### src/design/rrts_pkg.sv
// shared types, codes and helpers of the round robin thread scheduler
`default_nettype none

package rrts_pkg;

   // default table size
   localparam int NUM_THREADS_DEF = 16;

   // command codes
   localparam logic [3:0] FN_CREATE    = 4'd0;
   localparam logic [3:0] FN_TERMINATE = 4'd1;
   localparam logic [3:0] FN_SUSPEND   = 4'd2;
   localparam logic [3:0] FN_RESUME    = 4'd3;
   localparam logic [3:0] FN_RESUME_F  = 4'd4;
   localparam logic [3:0] FN_SLEEP     = 4'd5;
   localparam logic [3:0] FN_WAKE      = 4'd6;
   localparam logic [3:0] FN_KILL      = 4'd7;
   localparam logic [3:0] FN_YIELD     = 4'd8;
   localparam logic [3:0] FN_YIELD_TO  = 4'd9;

   // result status codes
   localparam logic [1:0] RS_OK        = 2'd0;
   localparam logic [1:0] RS_FULL      = 2'd1;
   localparam logic [1:0] RS_NOT_LIVE  = 2'd2;
   localparam logic [1:0] RS_NOT_SLEEP = 2'd3;

   // slot state codes
   typedef enum logic [2:0] {
      TS_FREE    = 3'd0,
      TS_READY   = 3'd1,
      TS_SUSPEND = 3'd2,
      TS_SLEEP   = 3'd3,
      TS_TERM    = 3'd4,
      TS_CLEAR   = 3'd5
   } tstate_type;

   // one slot of the thread table
   typedef struct packed {
      tstate_type   state;
      logic [31:0]  wake;
      logic [7:0]   count;
      logic [15:0]  sig;
   } entry_type;

   // command word
   typedef struct packed {
      logic [3:0]   func;
      logic [3:0]   slot;
      logic [31:0]  now_ms;
      logic [31:0]  duration_ms;
      logic [15:0]  signal_value;
   } req_type;

   // result word
   typedef struct packed {
      logic [1:0]   status;
      logic [3:0]   new_slot;
      logic [3:0]   active_slot;
      logic         switched;
      logic         none_ready;
      logic [4:0]   ready_num;
      logic [4:0]   sleep_num;
      logic [15:0]  active_signal;
   } rsp_type;

   // datapath step ordered by the controller
   typedef enum logic [3:0] {
      OP_IDLE,
      OP_CLEAR,
      OP_ACCEPT,
      OP_CREATE,
      OP_TARGET,
      OP_RDCUR,
      OP_YCUR,
      OP_SCAN,
      OP_LOAD
   } dp_op_type;

   typedef struct packed {
      dp_op_type op;
   } ctl_cmd_type;

   // datapath status seen by the controller
   typedef struct packed {
      logic [3:0] req_func;
      logic       req_slot_ok;
      logic [3:0] func;
      logic       clear_last;
      logic       tgt_free;
      logic       tgt_yield;
      logic       tgt_ready;
      logic       cur_ready;
      logic       cur_wakes;
      logic       create_done;
      logic       scan_stop;
      logic       rsp_busy;
   } dp_stat_type;

   // commands that name a target slot
   function automatic logic is_targeted(input logic [3:0] func);
      is_targeted = (func >= FN_TERMINATE) && (func <= FN_YIELD_TO) &&
                    (func != FN_SLEEP) && (func != FN_YIELD);
   endfunction

endpackage

`default_nettype wire

### src/design/rrts_if.sv
// command and result channel interfaces
`default_nettype none

interface rrts_req_if;
   logic              valid;
   logic              ready;
   rrts_pkg::req_type data;

   modport source (output valid, output data, input ready);
   modport sink   (input valid, input data, output ready);
endinterface

interface rrts_rsp_if;
   logic              valid;
   logic              ready;
   rrts_pkg::rsp_type data;

   modport source (output valid, output data, input ready);
   modport sink   (input valid, input data, output ready);
endinterface

`default_nettype wire

### src/design/rrts_dpath.sv
// thread table, scheduler registers and result register
`default_nettype none

module rrts_dpath #(
   parameter int NUM_THREADS = rrts_pkg::NUM_THREADS_DEF
) (
   input  wire logic                  clock,
   input  wire logic                  reset,
   input  wire rrts_pkg::ctl_cmd_type cmd,
   output rrts_pkg::dp_stat_type      stat,
   input  wire rrts_pkg::req_type     req_data,
   input  wire logic                  rsp_ready,
   output logic                       rsp_valid,
   output rrts_pkg::rsp_type          rsp_data
);

   localparam int SW = (NUM_THREADS > 1) ? $clog2(NUM_THREADS) : 1;
   localparam int CW = $clog2(NUM_THREADS + 1);
   localparam logic [SW-1:0] LAST = SW'(NUM_THREADS - 1);

   // table memory
   rrts_pkg::entry_type mem [NUM_THREADS];
   rrts_pkg::entry_type rd_ff;
   logic [SW-1:0]       rd_addr;
   logic                wr_en;
   logic [SW-1:0]       wr_addr;
   rrts_pkg::entry_type wr_data;

   always_ff @(posedge clock) begin
      if (wr_en) begin
         mem[wr_addr] <= wr_data;
      end
      rd_ff <= mem[rd_addr];
   end

   // registers
   rrts_pkg::req_type   req_ff, req_in;
   logic [SW-1:0]       cur_ff, cur_in;
   logic [SW-1:0]       before_ff, before_in;
   logic [SW-1:0]       idx_ff, idx_in;
   logic [SW-1:0]       k_ff, k_in;
   logic [SW-1:0]       new_slot_ff, new_slot_in;
   logic [1:0]          status_ff, status_in;
   logic [CW-1:0]       ready_ff, ready_in;
   logic [CW-1:0]       sleep_ff, sleep_in;
   logic                valid_ff, valid_in;
   rrts_pkg::rsp_type   out_ff, out_in;

   always_ff @(posedge clock) begin
      if (reset) begin
         cur_ff   <= '0;
         idx_ff   <= '0;
         ready_ff <= CW'(1);
         sleep_ff <= '0;
         valid_ff <= 1'b0;
      end else begin
         cur_ff   <= cur_in;
         idx_ff   <= idx_in;
         ready_ff <= ready_in;
         sleep_ff <= sleep_in;
         valid_ff <= valid_in;
      end
      req_ff      <= req_in;
      before_ff   <= before_in;
      k_ff        <= k_in;
      new_slot_ff <= new_slot_in;
      status_ff   <= status_in;
      out_ff      <= out_in;
   end

   function automatic logic [SW-1:0] next_slot(input logic [SW-1:0] s);
      next_slot = (s == LAST) ? '0 : s + SW'(1);
   endfunction

   // decode of the entry just read
   rrts_pkg::entry_type e;
   rrts_pkg::entry_type tgt_new;
   rrts_pkg::entry_type scan_new;
   rrts_pkg::entry_type ready_ent;
   logic                expired;
   logic [SW-1:0]       slot_sw;
   logic                slot_ok;
   logic [32:0]         wake_sum;
   logic [31:0]         wake_sat;
   logic                busy;

   assign e          = rd_ff;
   assign expired    = req_ff.now_ms >= e.wake;
   assign slot_sw    = SW'(req_ff.slot);
   assign slot_ok    = 32'(req_ff.slot) < 32'(NUM_THREADS);
   assign wake_sum   = {1'b0, req_ff.now_ms} + {1'b0, req_ff.duration_ms};
   assign wake_sat   = wake_sum[32] ? '1 : wake_sum[31:0];
   assign busy       = valid_ff && !rsp_ready;

   always_comb begin
      ready_ent       = e;
      ready_ent.state = rrts_pkg::TS_READY;
      ready_ent.wake  = '0;
   end

   // new entry of a targeted command
   always_comb begin
      tgt_new = e;
      unique case (req_ff.func)
         rrts_pkg::FN_TERMINATE: tgt_new.state = rrts_pkg::TS_TERM;
         rrts_pkg::FN_SUSPEND: begin
            if (e.count != 8'hFF) begin
               tgt_new.count = e.count + 8'd1;
            end
            tgt_new.state = rrts_pkg::TS_SUSPEND;
            tgt_new.wake  = '0;
         end
         rrts_pkg::FN_RESUME: begin
            if (e.count <= 8'd1) begin
               tgt_new       = ready_ent;
               tgt_new.count = '0;
            end else begin
               tgt_new.count = e.count - 8'd1;
            end
         end
         rrts_pkg::FN_RESUME_F: begin
            tgt_new       = ready_ent;
            tgt_new.count = '0;
         end
         rrts_pkg::FN_SLEEP: begin
            tgt_new.state = rrts_pkg::TS_SLEEP;
            tgt_new.wake  = wake_sat;
         end
         rrts_pkg::FN_WAKE: begin
            if (e.state == rrts_pkg::TS_SLEEP) begin
               tgt_new = ready_ent;
            end
         end
         rrts_pkg::FN_KILL: begin
            if (e.state == rrts_pkg::TS_SLEEP) begin
               tgt_new = ready_ent;
            end
            tgt_new.sig = req_ff.signal_value;
         end
         rrts_pkg::FN_YIELD_TO: begin
            if (e.state == rrts_pkg::TS_SLEEP && expired) begin
               tgt_new = ready_ent;
            end
         end
         default: tgt_new = e;
      endcase
   end

   // new entry of a slot visited by the round robin scan
   always_comb begin
      scan_new = e;
      if (e.state == rrts_pkg::TS_SLEEP && expired) begin
         scan_new = ready_ent;
      end else if (e.state == rrts_pkg::TS_CLEAR) begin
         scan_new = '0;
      end else if (e.state == rrts_pkg::TS_TERM) begin
         scan_new.state = rrts_pkg::TS_CLEAR;
      end
   end

   // status toward the controller
   always_comb begin
      stat.req_func    = req_data.func;
      stat.req_slot_ok = 32'(req_data.slot) < 32'(NUM_THREADS);
      stat.func        = req_ff.func;
      stat.clear_last  = idx_ff == LAST;
      stat.tgt_free    = e.state == rrts_pkg::TS_FREE;
      stat.tgt_yield   = (req_ff.func == rrts_pkg::FN_SUSPEND) && (slot_sw == cur_ff);
      stat.tgt_ready   = tgt_new.state == rrts_pkg::TS_READY;
      stat.cur_ready   = e.state == rrts_pkg::TS_READY;
      stat.cur_wakes   = e.state == rrts_pkg::TS_SLEEP && expired;
      stat.create_done = (e.state == rrts_pkg::TS_FREE) || (idx_ff == LAST);
      stat.scan_stop   = (scan_new.state == rrts_pkg::TS_READY) || (k_ff == LAST);
      stat.rsp_busy    = busy;
   end

   // step logic
   always_comb begin
      rd_addr     = cur_ff;
      wr_en       = 1'b0;
      wr_addr     = idx_ff;
      wr_data     = e;
      req_in      = req_ff;
      cur_in      = cur_ff;
      before_in   = before_ff;
      idx_in      = idx_ff;
      k_in        = k_ff;
      new_slot_in = new_slot_ff;
      status_in   = status_ff;
      ready_in    = ready_ff;
      sleep_in    = sleep_ff;
      valid_in    = valid_ff && !rsp_ready;
      out_in      = out_ff;

      unique case (cmd.op)
         rrts_pkg::OP_CLEAR: begin
            wr_en   = 1'b1;
            wr_data = '0;
            if (idx_ff == '0) begin
               wr_data.state = rrts_pkg::TS_READY;
            end
            idx_in = next_slot(idx_ff);
         end
         rrts_pkg::OP_ACCEPT: begin
            req_in      = req_data;
            before_in   = cur_ff;
            new_slot_in = '0;
            idx_in      = '0;
            status_in   = (rrts_pkg::is_targeted(req_data.func) &&
                           !stat.req_slot_ok) ? rrts_pkg::RS_NOT_LIVE : rrts_pkg::RS_OK;
            if (req_data.func == rrts_pkg::FN_CREATE) begin
               rd_addr = '0;
            end else if (rrts_pkg::is_targeted(req_data.func) && stat.req_slot_ok) begin
               rd_addr = SW'(req_data.slot);
            end
         end
         rrts_pkg::OP_CREATE: begin
            if (e.state == rrts_pkg::TS_FREE) begin
               wr_en         = 1'b1;
               wr_data       = '0;
               wr_data.state = rrts_pkg::TS_READY;
               new_slot_in   = idx_ff;
            end else if (idx_ff == LAST) begin
               status_in = rrts_pkg::RS_FULL;
            end else begin
               idx_in  = next_slot(idx_ff);
               rd_addr = next_slot(idx_ff);
            end
         end
         rrts_pkg::OP_TARGET: begin
            if (rrts_pkg::is_targeted(req_ff.func) && e.state == rrts_pkg::TS_FREE) begin
               status_in = rrts_pkg::RS_NOT_LIVE;
            end else if (slot_ok || req_ff.func == rrts_pkg::FN_SLEEP) begin
               wr_en   = 1'b1;
               wr_addr = (req_ff.func == rrts_pkg::FN_SLEEP) ? cur_ff : slot_sw;
               wr_data = tgt_new;
               if (req_ff.func == rrts_pkg::FN_WAKE && e.state != rrts_pkg::TS_SLEEP) begin
                  status_in = rrts_pkg::RS_NOT_SLEEP;
               end
               if (req_ff.func == rrts_pkg::FN_YIELD_TO &&
                   tgt_new.state == rrts_pkg::TS_READY) begin
                  cur_in = slot_sw;
               end
            end
         end
         rrts_pkg::OP_YCUR: begin
            if (stat.cur_wakes) begin
               wr_en   = 1'b1;
               wr_addr = cur_ff;
               wr_data = ready_ent;
            end else begin
               idx_in  = next_slot(cur_ff);
               k_in    = SW'(1);
               rd_addr = next_slot(cur_ff);
            end
         end
         rrts_pkg::OP_SCAN: begin
            wr_en   = 1'b1;
            wr_data = scan_new;
            if (scan_new.state == rrts_pkg::TS_READY) begin
               cur_in = idx_ff;
            end else begin
               idx_in  = next_slot(idx_ff);
               k_in    = k_ff + SW'(1);
               rd_addr = next_slot(idx_ff);
            end
         end
         rrts_pkg::OP_LOAD: begin
            if (!busy) begin
               valid_in             = 1'b1;
               out_in.status        = status_ff;
               out_in.new_slot      = 4'(new_slot_ff);
               out_in.active_slot   = 4'(cur_ff);
               out_in.switched      = cur_ff != before_ff;
               out_in.none_ready    = ready_ff == '0;
               out_in.ready_num     = (32'(ready_ff) > 32'd31) ? 5'd31 : 5'(ready_ff);
               out_in.sleep_num     = (32'(sleep_ff) > 32'd31) ? 5'd31 : 5'(sleep_ff);
               out_in.active_signal = e.sig;
            end
         end
         rrts_pkg::OP_RDCUR,
         rrts_pkg::OP_IDLE: begin
            rd_addr = cur_ff;
         end
         default: rd_addr = cur_ff;
      endcase

      // ready and sleep totals follow every state change outside the clearing pass
      if (wr_en && cmd.op != rrts_pkg::OP_CLEAR && e.state != wr_data.state) begin
         if (e.state == rrts_pkg::TS_READY) begin
            ready_in = ready_ff - CW'(1);
         end else if (wr_data.state == rrts_pkg::TS_READY) begin
            ready_in = ready_ff + CW'(1);
         end
         if (e.state == rrts_pkg::TS_SLEEP) begin
            sleep_in = sleep_ff - CW'(1);
         end else if (wr_data.state == rrts_pkg::TS_SLEEP) begin
            sleep_in = sleep_ff + CW'(1);
         end
      end
   end

   assign rsp_valid = valid_ff;
   assign rsp_data  = out_ff;

endmodule

`default_nettype wire

### src/design/rrts_ctrl.sv
// command sequencer of the round robin thread scheduler
`default_nettype none

module rrts_ctrl (
   input  wire logic                  clock,
   input  wire logic                  reset,
   input  wire logic                  req_valid,
   output logic                       req_ready,
   input  wire rrts_pkg::dp_stat_type stat,
   output rrts_pkg::ctl_cmd_type      cmd
);

   typedef enum logic [9:0] {
      CS_CLEAR  = 10'b00_0000_0001,
      CS_IDLE   = 10'b00_0000_0010,
      CS_CREATE = 10'b00_0000_0100,
      CS_TARGET = 10'b00_0000_1000,
      CS_YREAD  = 10'b00_0001_0000,
      CS_YCUR   = 10'b00_0010_0000,
      CS_Y9CHK  = 10'b00_0100_0000,
      CS_SCAN   = 10'b00_1000_0000,
      CS_FIN    = 10'b01_0000_0000,
      CS_LOAD   = 10'b10_0000_0000
   } ctl_state_type;

   ctl_state_type state_ff, state_in;

   always_ff @(posedge clock) begin
      if (reset) begin
         state_ff <= CS_CLEAR;
      end else begin
         state_ff <= state_in;
      end
   end

   assign req_ready = state_ff == CS_IDLE;

   // next state and datapath step
   always_comb begin
      state_in = state_ff;
      cmd.op   = rrts_pkg::OP_IDLE;
      unique case (state_ff)
         CS_CLEAR: begin
            cmd.op = rrts_pkg::OP_CLEAR;
            if (stat.clear_last) begin
               state_in = CS_IDLE;
            end
         end
         CS_IDLE: begin
            if (req_valid) begin
               cmd.op = rrts_pkg::OP_ACCEPT;
               priority if (stat.req_func == rrts_pkg::FN_CREATE) begin
                  state_in = CS_CREATE;
               end else if (stat.req_func == rrts_pkg::FN_SLEEP) begin
                  state_in = CS_TARGET;
               end else if (stat.req_func == rrts_pkg::FN_YIELD) begin
                  state_in = CS_YCUR;
               end else if (rrts_pkg::is_targeted(stat.req_func) && stat.req_slot_ok) begin
                  state_in = CS_TARGET;
               end else begin
                  state_in = CS_FIN;
               end
            end
         end
         CS_CREATE: begin
            cmd.op = rrts_pkg::OP_CREATE;
            if (stat.create_done) begin
               state_in = CS_FIN;
            end
         end
         CS_TARGET: begin
            cmd.op = rrts_pkg::OP_TARGET;
            priority if (rrts_pkg::is_targeted(stat.func) && stat.tgt_free) begin
               state_in = CS_FIN;
            end else if (stat.func == rrts_pkg::FN_SLEEP || stat.tgt_yield) begin
               state_in = CS_YREAD;
            end else if (stat.func == rrts_pkg::FN_YIELD_TO && !stat.tgt_ready) begin
               state_in = CS_YREAD;
            end else begin
               state_in = CS_FIN;
            end
         end
         CS_YREAD: begin
            cmd.op   = rrts_pkg::OP_RDCUR;
            state_in = (stat.func == rrts_pkg::FN_YIELD_TO) ? CS_Y9CHK : CS_YCUR;
         end
         CS_YCUR: begin
            cmd.op   = rrts_pkg::OP_YCUR;
            state_in = stat.cur_wakes ? CS_FIN : CS_SCAN;
         end
         CS_Y9CHK: begin
            if (stat.cur_ready) begin
               cmd.op   = rrts_pkg::OP_RDCUR;
               state_in = CS_LOAD;
            end else begin
               cmd.op   = rrts_pkg::OP_YCUR;
               state_in = stat.cur_wakes ? CS_FIN : CS_SCAN;
            end
         end
         CS_SCAN: begin
            cmd.op = rrts_pkg::OP_SCAN;
            if (stat.scan_stop) begin
               state_in = CS_FIN;
            end
         end
         CS_FIN: begin
            cmd.op   = rrts_pkg::OP_RDCUR;
            state_in = CS_LOAD;
         end
         CS_LOAD: begin
            cmd.op = rrts_pkg::OP_LOAD;
            if (!stat.rsp_busy) begin
               state_in = CS_IDLE;
            end
         end
         default: begin
            state_in = CS_IDLE;
            cmd.op   = rrts_pkg::OP_IDLE;
         end
      endcase
   end

endmodule

`default_nettype wire

### src/design/round_robin_thread_scheduler.sv
// top level of the round robin thread scheduler
// Takes one command word at a time and returns exactly one result word for
// it. The thread table sits in a memory with a registered read port and a
// separate write port. An unknown command or an out-of-range slot goes from
// acceptance straight to the final read and the load of the result word; the
// other simple commands first step once on their target slot, create walks
// the table for a free slot, and a plain yield, a sleep, a suspend of the
// active slot or a yield_to whose target and active slot are not ready may go
// on to the round robin walk of one slot per cycle. The next command is taken
// in the cycle after the result is loaded; while the previous result still
// waits in the output register the load waits for it.
// After reset a clearing pass over all NUM_THREADS slots initializes the
// table; no command is taken until it ends.
`default_nettype none

module round_robin_thread_scheduler #(
   parameter int NUM_THREADS = rrts_pkg::NUM_THREADS_DEF
) (
   input  wire logic   clock,
   input  wire logic   reset,
   rrts_req_if.sink    req_if,
   rrts_rsp_if.source  rsp_if
);

   rrts_pkg::ctl_cmd_type cmd;
   rrts_pkg::dp_stat_type stat;
   logic                  req_ready;

   // sequencer
   rrts_ctrl u_ctrl (
      .clock     (clock),
      .reset     (reset),
      .req_valid (req_if.valid),
      .req_ready (req_ready),
      .stat      (stat),
      .cmd       (cmd)
   );

   // table and registers
   rrts_dpath #(
      .NUM_THREADS (NUM_THREADS)
   ) u_dpath (
      .clock     (clock),
      .reset     (reset),
      .cmd       (cmd),
      .stat      (stat),
      .req_data  (req_if.data),
      .rsp_ready (rsp_if.ready),
      .rsp_valid (rsp_if.valid),
      .rsp_data  (rsp_if.data)
   );

   assign req_if.ready = req_ready;

endmodule

`default_nettype wire

### src/flat_wrapper.sv
// flat-port wrapper written by rule: the top's interface ports become plain ports
module round_robin_thread_scheduler_flat 
#(
   parameter int NUM_THREADS = rrts_pkg::NUM_THREADS_DEF
)
  (clock, reset, req_if_valid, req_if_data, req_if_ready, rsp_if_valid, rsp_if_data, rsp_if_ready);
  rrts_req_if req_if_i ();
  rrts_rsp_if rsp_if_i ();
  input  wire logic clock;
  input  wire logic reset;
  input wire logic [$bits(req_if_i.valid)-1:0] req_if_valid;
  input wire logic [$bits(req_if_i.data)-1:0] req_if_data;
  output wire logic [$bits(req_if_i.ready)-1:0] req_if_ready;
  output wire logic [$bits(rsp_if_i.valid)-1:0] rsp_if_valid;
  output wire logic [$bits(rsp_if_i.data)-1:0] rsp_if_data;
  input wire logic [$bits(rsp_if_i.ready)-1:0] rsp_if_ready;
  assign req_if_i.valid = req_if_valid;
  assign req_if_i.data = req_if_data;
  assign req_if_ready = req_if_i.ready;
  assign rsp_if_valid = rsp_if_i.valid;
  assign rsp_if_data = rsp_if_i.data;
  assign rsp_if_i.ready = rsp_if_ready;
  round_robin_thread_scheduler #(.NUM_THREADS(NUM_THREADS)) u_core (.clock(clock), .reset(reset), .req_if(req_if_i), .rsp_if(rsp_if_i));
endmodule
### config.mk
export PLATFORM = sky130hd
export DESIGN_NAME = round_robin_thread_scheduler_flat
export DESIGN_NICKNAME = d
export VERILOG_FILES = /design/src/design/rrts_pkg.sv /design/src/design/rrts_if.sv /design/src/design/rrts_dpath.sv /design/src/design/rrts_ctrl.sv /design/src/design/round_robin_thread_scheduler.sv /design/src/flat_wrapper.sv
export SDC_FILE = /design/constraint.sdc
export NUM_CORES = 2
export LEC_CHECK = 0
export BUFFER_PORTS_ARGS = -buffer_cell sky130_fd_sc_hd__buf_2
export CAP_MARGIN = 20
export CORE_MARGIN = 5
export CORE_UTILIZATION = 45
export DETAILED_ROUTE_END_ITERATION = 10
export GPL_TIMING_DRIVEN = 0
export PLACE_DENSITY = 0.59
export SLEW_MARGIN = 0
export SYNTH_ARGS = -nofsm -noshare
export SYNTH_HDL_FRONTEND = slang
export SYNTH_SLANG_ARGS = --single-unit
export TNS_END_PERCENT = 30
### constraint.sdc
create_clock -name clock -period 15.8 [get_ports clock]
set_input_delay 0.79 -clock clock [delete_from_list [all_inputs] [get_ports clock]]
set_output_delay 0.79 -clock clock [all_outputs]
set_load 0.01 [all_outputs]
* After elaboration in Yosys (flattened, before gate mapping)
Memories as Yosys holds them, arrays and structs flattened. A register that Yosys moved wholly into a read port is not among the register bits. Index checks and enable logic that the tools add are counted.
Word-level totals: input bits 92, memory bits (read-only) 0, latch bits 0, bits in registers 169, output and inout port bits 40, memory bits (writable) 944, word-level logic and storage cells 228, memories 1
Memories:
- u_core.u_dpath.mem | words 16, bits a word 59, rd ports 1, clocked after memory_dff 1, wr ports 1, RTL line rrts_dpath.sv:22 | rrts_pkg::entry_type mem [NUM_THREADS];
Cells by class: divide/modulo/power cells 0, bitwise logic cells 1, multipliers 0, multiplexer cells 80, reduce and logical (&&, ||, !) cells 44, order comparisons 6, $add $sub $neg 10, equality and inequality tests 63, shifts and indexed selects 0
Operators with widths (number):
- 2-to-1 mux 59 bit | 5
- one-hot mux 59 bit (5 select lines) | 1
- one-hot mux 32 bit (5 select lines) | 1
- one-hot mux 10 bit (10 select lines) | 1
- 2-to-1 mux 4 bit | 21
- 2-to-1 mux 9 bit | 8
- 2-to-1 mux 10 bit | 6
- 2-to-1 mux 56 bit | 1
- one-hot mux 16 bit (3 select lines) | 1
- one-hot mux 8 bit (5 select lines) | 1
- one-hot mux 4 bit (9 select lines) | 1
- 2-to-1 mux 35 bit | 1
- adder 32 x 32 -> 33 bit | 1
- equality test 4 x 3 -> 1 bit (second input constant) | 8
- >= comparator 32 bit | 1
- 2-to-1 mux 32 bit | 1
- one-hot mux 4 bit (2 select lines) | 4
- equality test 4 bit (second input constant) | 6
- one-hot mux 3 bit (7 select lines) | 1
- 2-to-1 mux 5 bit | 4
- one-hot mux 4 bit (5 select lines) | 1
- inequality test 2 bit (second input constant) | 9
- equality test 4 x 2 -> 1 bit (second input constant) | 4
- 2-to-1 mux 8 bit | 2
- 53 further kinds | 114

* Logic depth before layout (Yosys ltp)
depth after elaboration 11, mapped depth 16, mapped depth without buffers 13

* Hierarchy
From an unflattened synthesis, not the netlist that was laid out.
Unflattened totals: cells, all modules 3281, area total of the unflattened synthesis 49668.9 sq um
By module, submodules not included:
- rrts_dpath | instances 1, area each 48759.3 sq um, seq. area each 34112.7 sq um, cells each 3167
- rrts_ctrl | instances 1, area each 909.6 sq um, seq. area each 200.2 sq um, cells each 114

* Worst setup path before layout
Ideal clock, no wire load.
path kind register -> register, start point reg u_core.u_dpath.req_ff[61] (netlist bit), end point mem u_core.u_dpath.mem[0][0] (netlist bit) (enable), setup time 0.476 ns, path buffers 1, arrival 5.029 ns, setup slack 10.295 ns, clock period less this slack 5.505 ns, stages on the path, launching flop included 13, data required time 15.324 ns, cells stage by stage edfxtp_1 -> ha_1 -> a21oi_1 -> o21ai_1 -> a2111oi_2 -> a31oi_2 -> o21ai_1 -> buf_2 -> o22ai_1 -> a22oi_1 -> o21ai_0 -> or2_2 -> nor2_1
Between the ends: longest elaborated chain between the ends 6, elaborated cells on any way between the ends 8, classes of those cells order compare (1); mux (6); reduce/logical (1)
RTL lines:
- from (decl) | RTL line rrts_dpath.sv:37 | rrts_pkg::req_type req_ff, req_in;
- from (signal assigned) | RTL line rrts_dpath.sv:63 | req_ff <= req_in;
- >= comparator 32 bit (*) | RTL line rrts_dpath.sv:88 | assign expired = req_ff.now_ms >= e.wake;
- logical AND 1 bit (*) | RTL line rrts_dpath.sv:171 | stat.cur_wakes = e.state == rrts_pkg::TS_SLEEP && expired;
- 2-to-1 mux 1 bit | RTL line rrts_dpath.sv:247 | if (stat.cur_wakes) begin
- one-hot mux 1 bit (4 select lines) | RTL line rrts_dpath.sv:195 | unique case (cmd.op)
- 2-to-1 mux 1 bit | RTL line rrts_dpath.sv:30 | if (wr_en) begin
- 2-to-1 mux 1 bit (not written as such) | RTL line rrts_dpath.sv:31 | mem[wr_addr] <= wr_data;
- to (decl) | RTL line rrts_dpath.sv:22
Every way passes the cells marked *; elsewhere a longest branch is shown, timed or not.

* Final worst setup path
start point reg u_core.u_dpath.req_ff[78] (netlist bit), end point mem u_core.u_dpath.mem[5][25] (netlist bit) (enable)
The elaborated chain is that of the path after synthesis.

==> flow_metrics.py <==
metrics = {
    "yosys": {
        "syn_inst": 3165,
        "syn_nets": 3337,
        "synthXorXnorAreaFrac_pct": 0.825,
        "synth_edf_count": 1084,
        "yosysWarnings": 0,
        "synth-async-reset-ratio_pct": 0,
        "yosys.area_share.adder_pct": 2.05,
        "synthFlopType": "edfxtp_1",
        "syn_area_mm2": 0.0499,
        "ys_ff_latch": 1172,
        "syn_avg_cell_area_um2": 15.8,
        "synthSimpleGateAreaFrac_pct": 4.23,
        "synth_compound_area_share_pct": 4.09,
        "ys_seq_area_share_pct": 68.8,
        "synth_top_family_by_area": "multiplexers",
        "synth_cell_types": 79,
        "synthMuxAreaShare_pct": 18.1,
    },
    "final_layout": {
        "finalNetCount": 3648,
        "area_growth_pct": 16.1,
        "final_cell_mix": "edfxtp_1 (1084), mux2i_1 (891), buf_2 (204), nand2_1 (152), clkbuf_16 (120)",
        "final_common_cell": "edfxtp_1",
        "final_util_pct": 52.5,
        "instances_no_fill": 5070,
        "layout-drive-gt1-share_pct": 14.1,
    },
    "status": {
        "status": "finished clean",
    },
    "route": {
        "drc": 0,
        "vias": 28224,
        "wirelength_mm": 129,
        "wl_per_cell_um": 25.4,
        "via_per_inst": 5.57,
        "drt.antenna.violating_nets": 0,
        "dr.first_iter.drc_count": 2093,
        "dr.pass1.iters": 8,
    },
    "timing": {
        "whs_ns": 0.249,
        "fmax_ghz": 0.167,
        "tightest_slew_ns": 1.22,
        "fin_crit_sh_pct": 38.0,
        "setup_tns_ns": 0,
        "setup_viol": 0,
        "slew_viol_final": 0,
        "rsz0062_at_grt": "false",
        "slew_headroom_pct": 18.5,
        "hold_violations": 0,
        "clock_skew_ns": 0.0228,
        "fin_ws_ns": 9.79,
        "fin_crit_ns": 6.01,
    },
    "worst_setup_path": {
        "critPathLaunch": "u_core.u_dpath.req_ff[78]$_DFFE_PP_",
        "end_kind": "register",
        "regToRegEndpoint": "u_core.u_dpath.mem[5][25]$_DFFE_PP_",
        "r2r_start": "u_core.u_dpath.req_ff[78]$_DFFE_PP_",
        "crit_required_ns": 16.21,
        "start_kind": "register",
        "arrival_ns": 6.41,
        "worstSetupPathType": "register to register",
        "crit_fanout": 19,
        "cp-endpoint": "u_core.u_dpath.mem[5][25]$_DFFE_PP_",
        "r2r_setup_slack_ns": 9.79,
        "worst-r2r-cell-count": 15,
    },
    "clocking": {
        "cts_buffers": 120,
        "ctsResizeCount": 0,
        "cts.htree.levels": 3,
        "cts.sink_count": 1172,
        "clk_latency_ns": 0.72,
        "cts_tree": "yes",
        "clockBufferDepth": 3,
        "cts_root_buffer": "clkbuf_16",
        "hold_buffers": 0,
        "cts_setup_buffers": 0,
        "clk_pin_slew_ns": 0.06,
    },
    "global_routing": {
        "grt_max_degree": 66,
        "grt_antenna_before_repair": 2,
        "grt_usage_pct": 21.5,
        "overflow": 0,
        "grt_pass1_vias": 28643,
        "grt_pass1_wl_mm": 188,
    },
    "place": {
        "dp_hpwl_mm": 86.8,
        "io_buffer_count": 130,
        "place_congestion": 0.873,
        "placedCellCount": 4838,
        "pre_cts_slack_ns": 9.88,
    },
    "floorplanning": {
        "die_h_um": 343,
        "pin_count": 132,
        "die-width_um": 343,
        "rows": 122,
        "start_util_pct": 45.2,
        "coreArea_mm2": 0.110,
        "die-area_mm2": 0.118,
    },
    "power": {
        "power.density_mw_per_mm2": 130,
        "p_leak_nw": 22.5,
        "peakVddDrop_v": 0.0000951,
    },
    "min_path": {
        "hp-start": "req_if_data[6]",
        "hp-class": "primary input to register",
    },
    "flow_run": {
        "cap_violations": 0,
    },
}
==> worst max-delay path, cell delays in order, from the launching register on <==
cell      delay [ns]
edfxtp_1        0.45
ha_1            0.37
nand4_1         0.23
nor4_1          0.74
o211ai_1        0.27
a31oi_2         0.71
o21ai_1         0.16
buf_2           0.24
o22ai_1         0.29
a22oi_1         0.16
a32oi_1         0.32
nand3_1         0.41
nor2_4          0.65
buf_16          0.24
buf_12          0.20
buf_16          0.19
==> cell type report <==
class                      instances  area [µm²]
fill                            9028       52500
sequential                      1172       34300
multi-input combinational       1782       14800
clock buffer                     159        3290
tap                             1488        1860
timing repair buffer             189        1790
clock inverter                    68         931
buffer                           139         673
inverter                          72         273
antenna                            1        2.50
==> cell families after synthesis <==
logic type / after synthesis
fa+ha+maj: 80
flops: 1172
compound gates: 309
buf+inv: 211
xor+xnor: 47
mux: 902
simple gates: 444
==> Yosys cell counts, drive strengths merged (6+ instances only) <==
library cell | n | area, µm²
a211oi | 16 | 125
a21o | 21 | 158
a21oi | 75 | 375
a22o | 19 | 166
a22oi | 7 | 52.6
a311oi | 9 | 78.8
a31oi | 13 | 87.6
and2 | 6 | 37.5
and3 | 21 | 131
and4 | 7 | 61.3
buf | 94 | 504
clkbuf | 45 | 169
dfxtp | 88 | 1760
edfxtp | 1084 | 32600
ha | 77 | 963
inv | 72 | 270
mux2 | 11 | 124
mux2i | 891 | 8920
nand2 | 152 | 571
nand2b | 18 | 113
nand3 | 32 | 160
nand4 | 16 | 100
nor2 | 122 | 458
nor2b | 15 | 93.8
nor3 | 27 | 156
o211ai | 12 | 90.1
o21ai | 83 | 415
o31ai | 9 | 72.6
or3 | 6 | 37.5
xnor2 | 31 | 272
xor2 | 16 | 140
==> flip-flops by register name (all words and copies together) (netlist names), 5 cells and up <==
signal and cells:
u_core.u_dpath.sleep_ff 5, u_core.u_dpath.req_ff 80, u_core.u_dpath.ready_ff 5, u_core.u_dpath.mem 944, u_core.u_dpath.e 59, u_core.u_ctrl.state_ff 10, u_core.u_dpath.rsp_data 38
==> metal layers <==
| metal | GRT usage (%) | share of wire (%) |
|---|---|---|
| met5 | 0 | 0 |
| met4 | 6.58 | 2.9 |
| met3 | 3.03 | 5.4 |
| met2 | 35.5 | 48 |
| met1 | 30.0 | 44 |
==> how the worst min path moves through the flow <==
stage | end | slack (ns) | cells after the start
5_1_grt | u_core.u_dpath.req_ff[0]$_DFFE_PP_ | 0.22 | 1
6_report | u_core.u_dpath.req_ff[6]$_DFFE_PP_ | 0.25 | 1
3_5_place_dp | u_core.u_dpath.rsp_data[33]$_DFFE_PP_ | 0.41 | 0
4_1_cts | u_core.u_dpath.req_ff[6]$_DFFE_PP_ | 0.20 | 1
3_3_place_gp | u_core.u_dpath.rsp_data[35]$_DFFE_PP_ | 0.40 | 0
2_1_floorplan | u_core.u_dpath.rsp_data[32]$_DFFE_PP_ | 0.40 | 0
==> where the power goes <==
group / internal (mW) / total [mW] / switching, mW / leakage, nW
registers: 3.70 / 3.79 / 0.0846 / 10.8
clock network: 1.80 / 2.99 / 1.18 / 2.06
logic: 0.244 / 0.761 / 0.517 / 9.66
total: 5.75 / 7.54 / 1.79 / 22.5
==> through the flow <==
stage,power [mW],area [µm²]
after global routing,7.81,57900
after global placement,4.55,52400
after floorplan,4.27,49900
after detailed placement,4.61,53700
after CTS,7.60,57900
final,7.54,57900
Note: power is estimated with default switching activity, not from simulation.
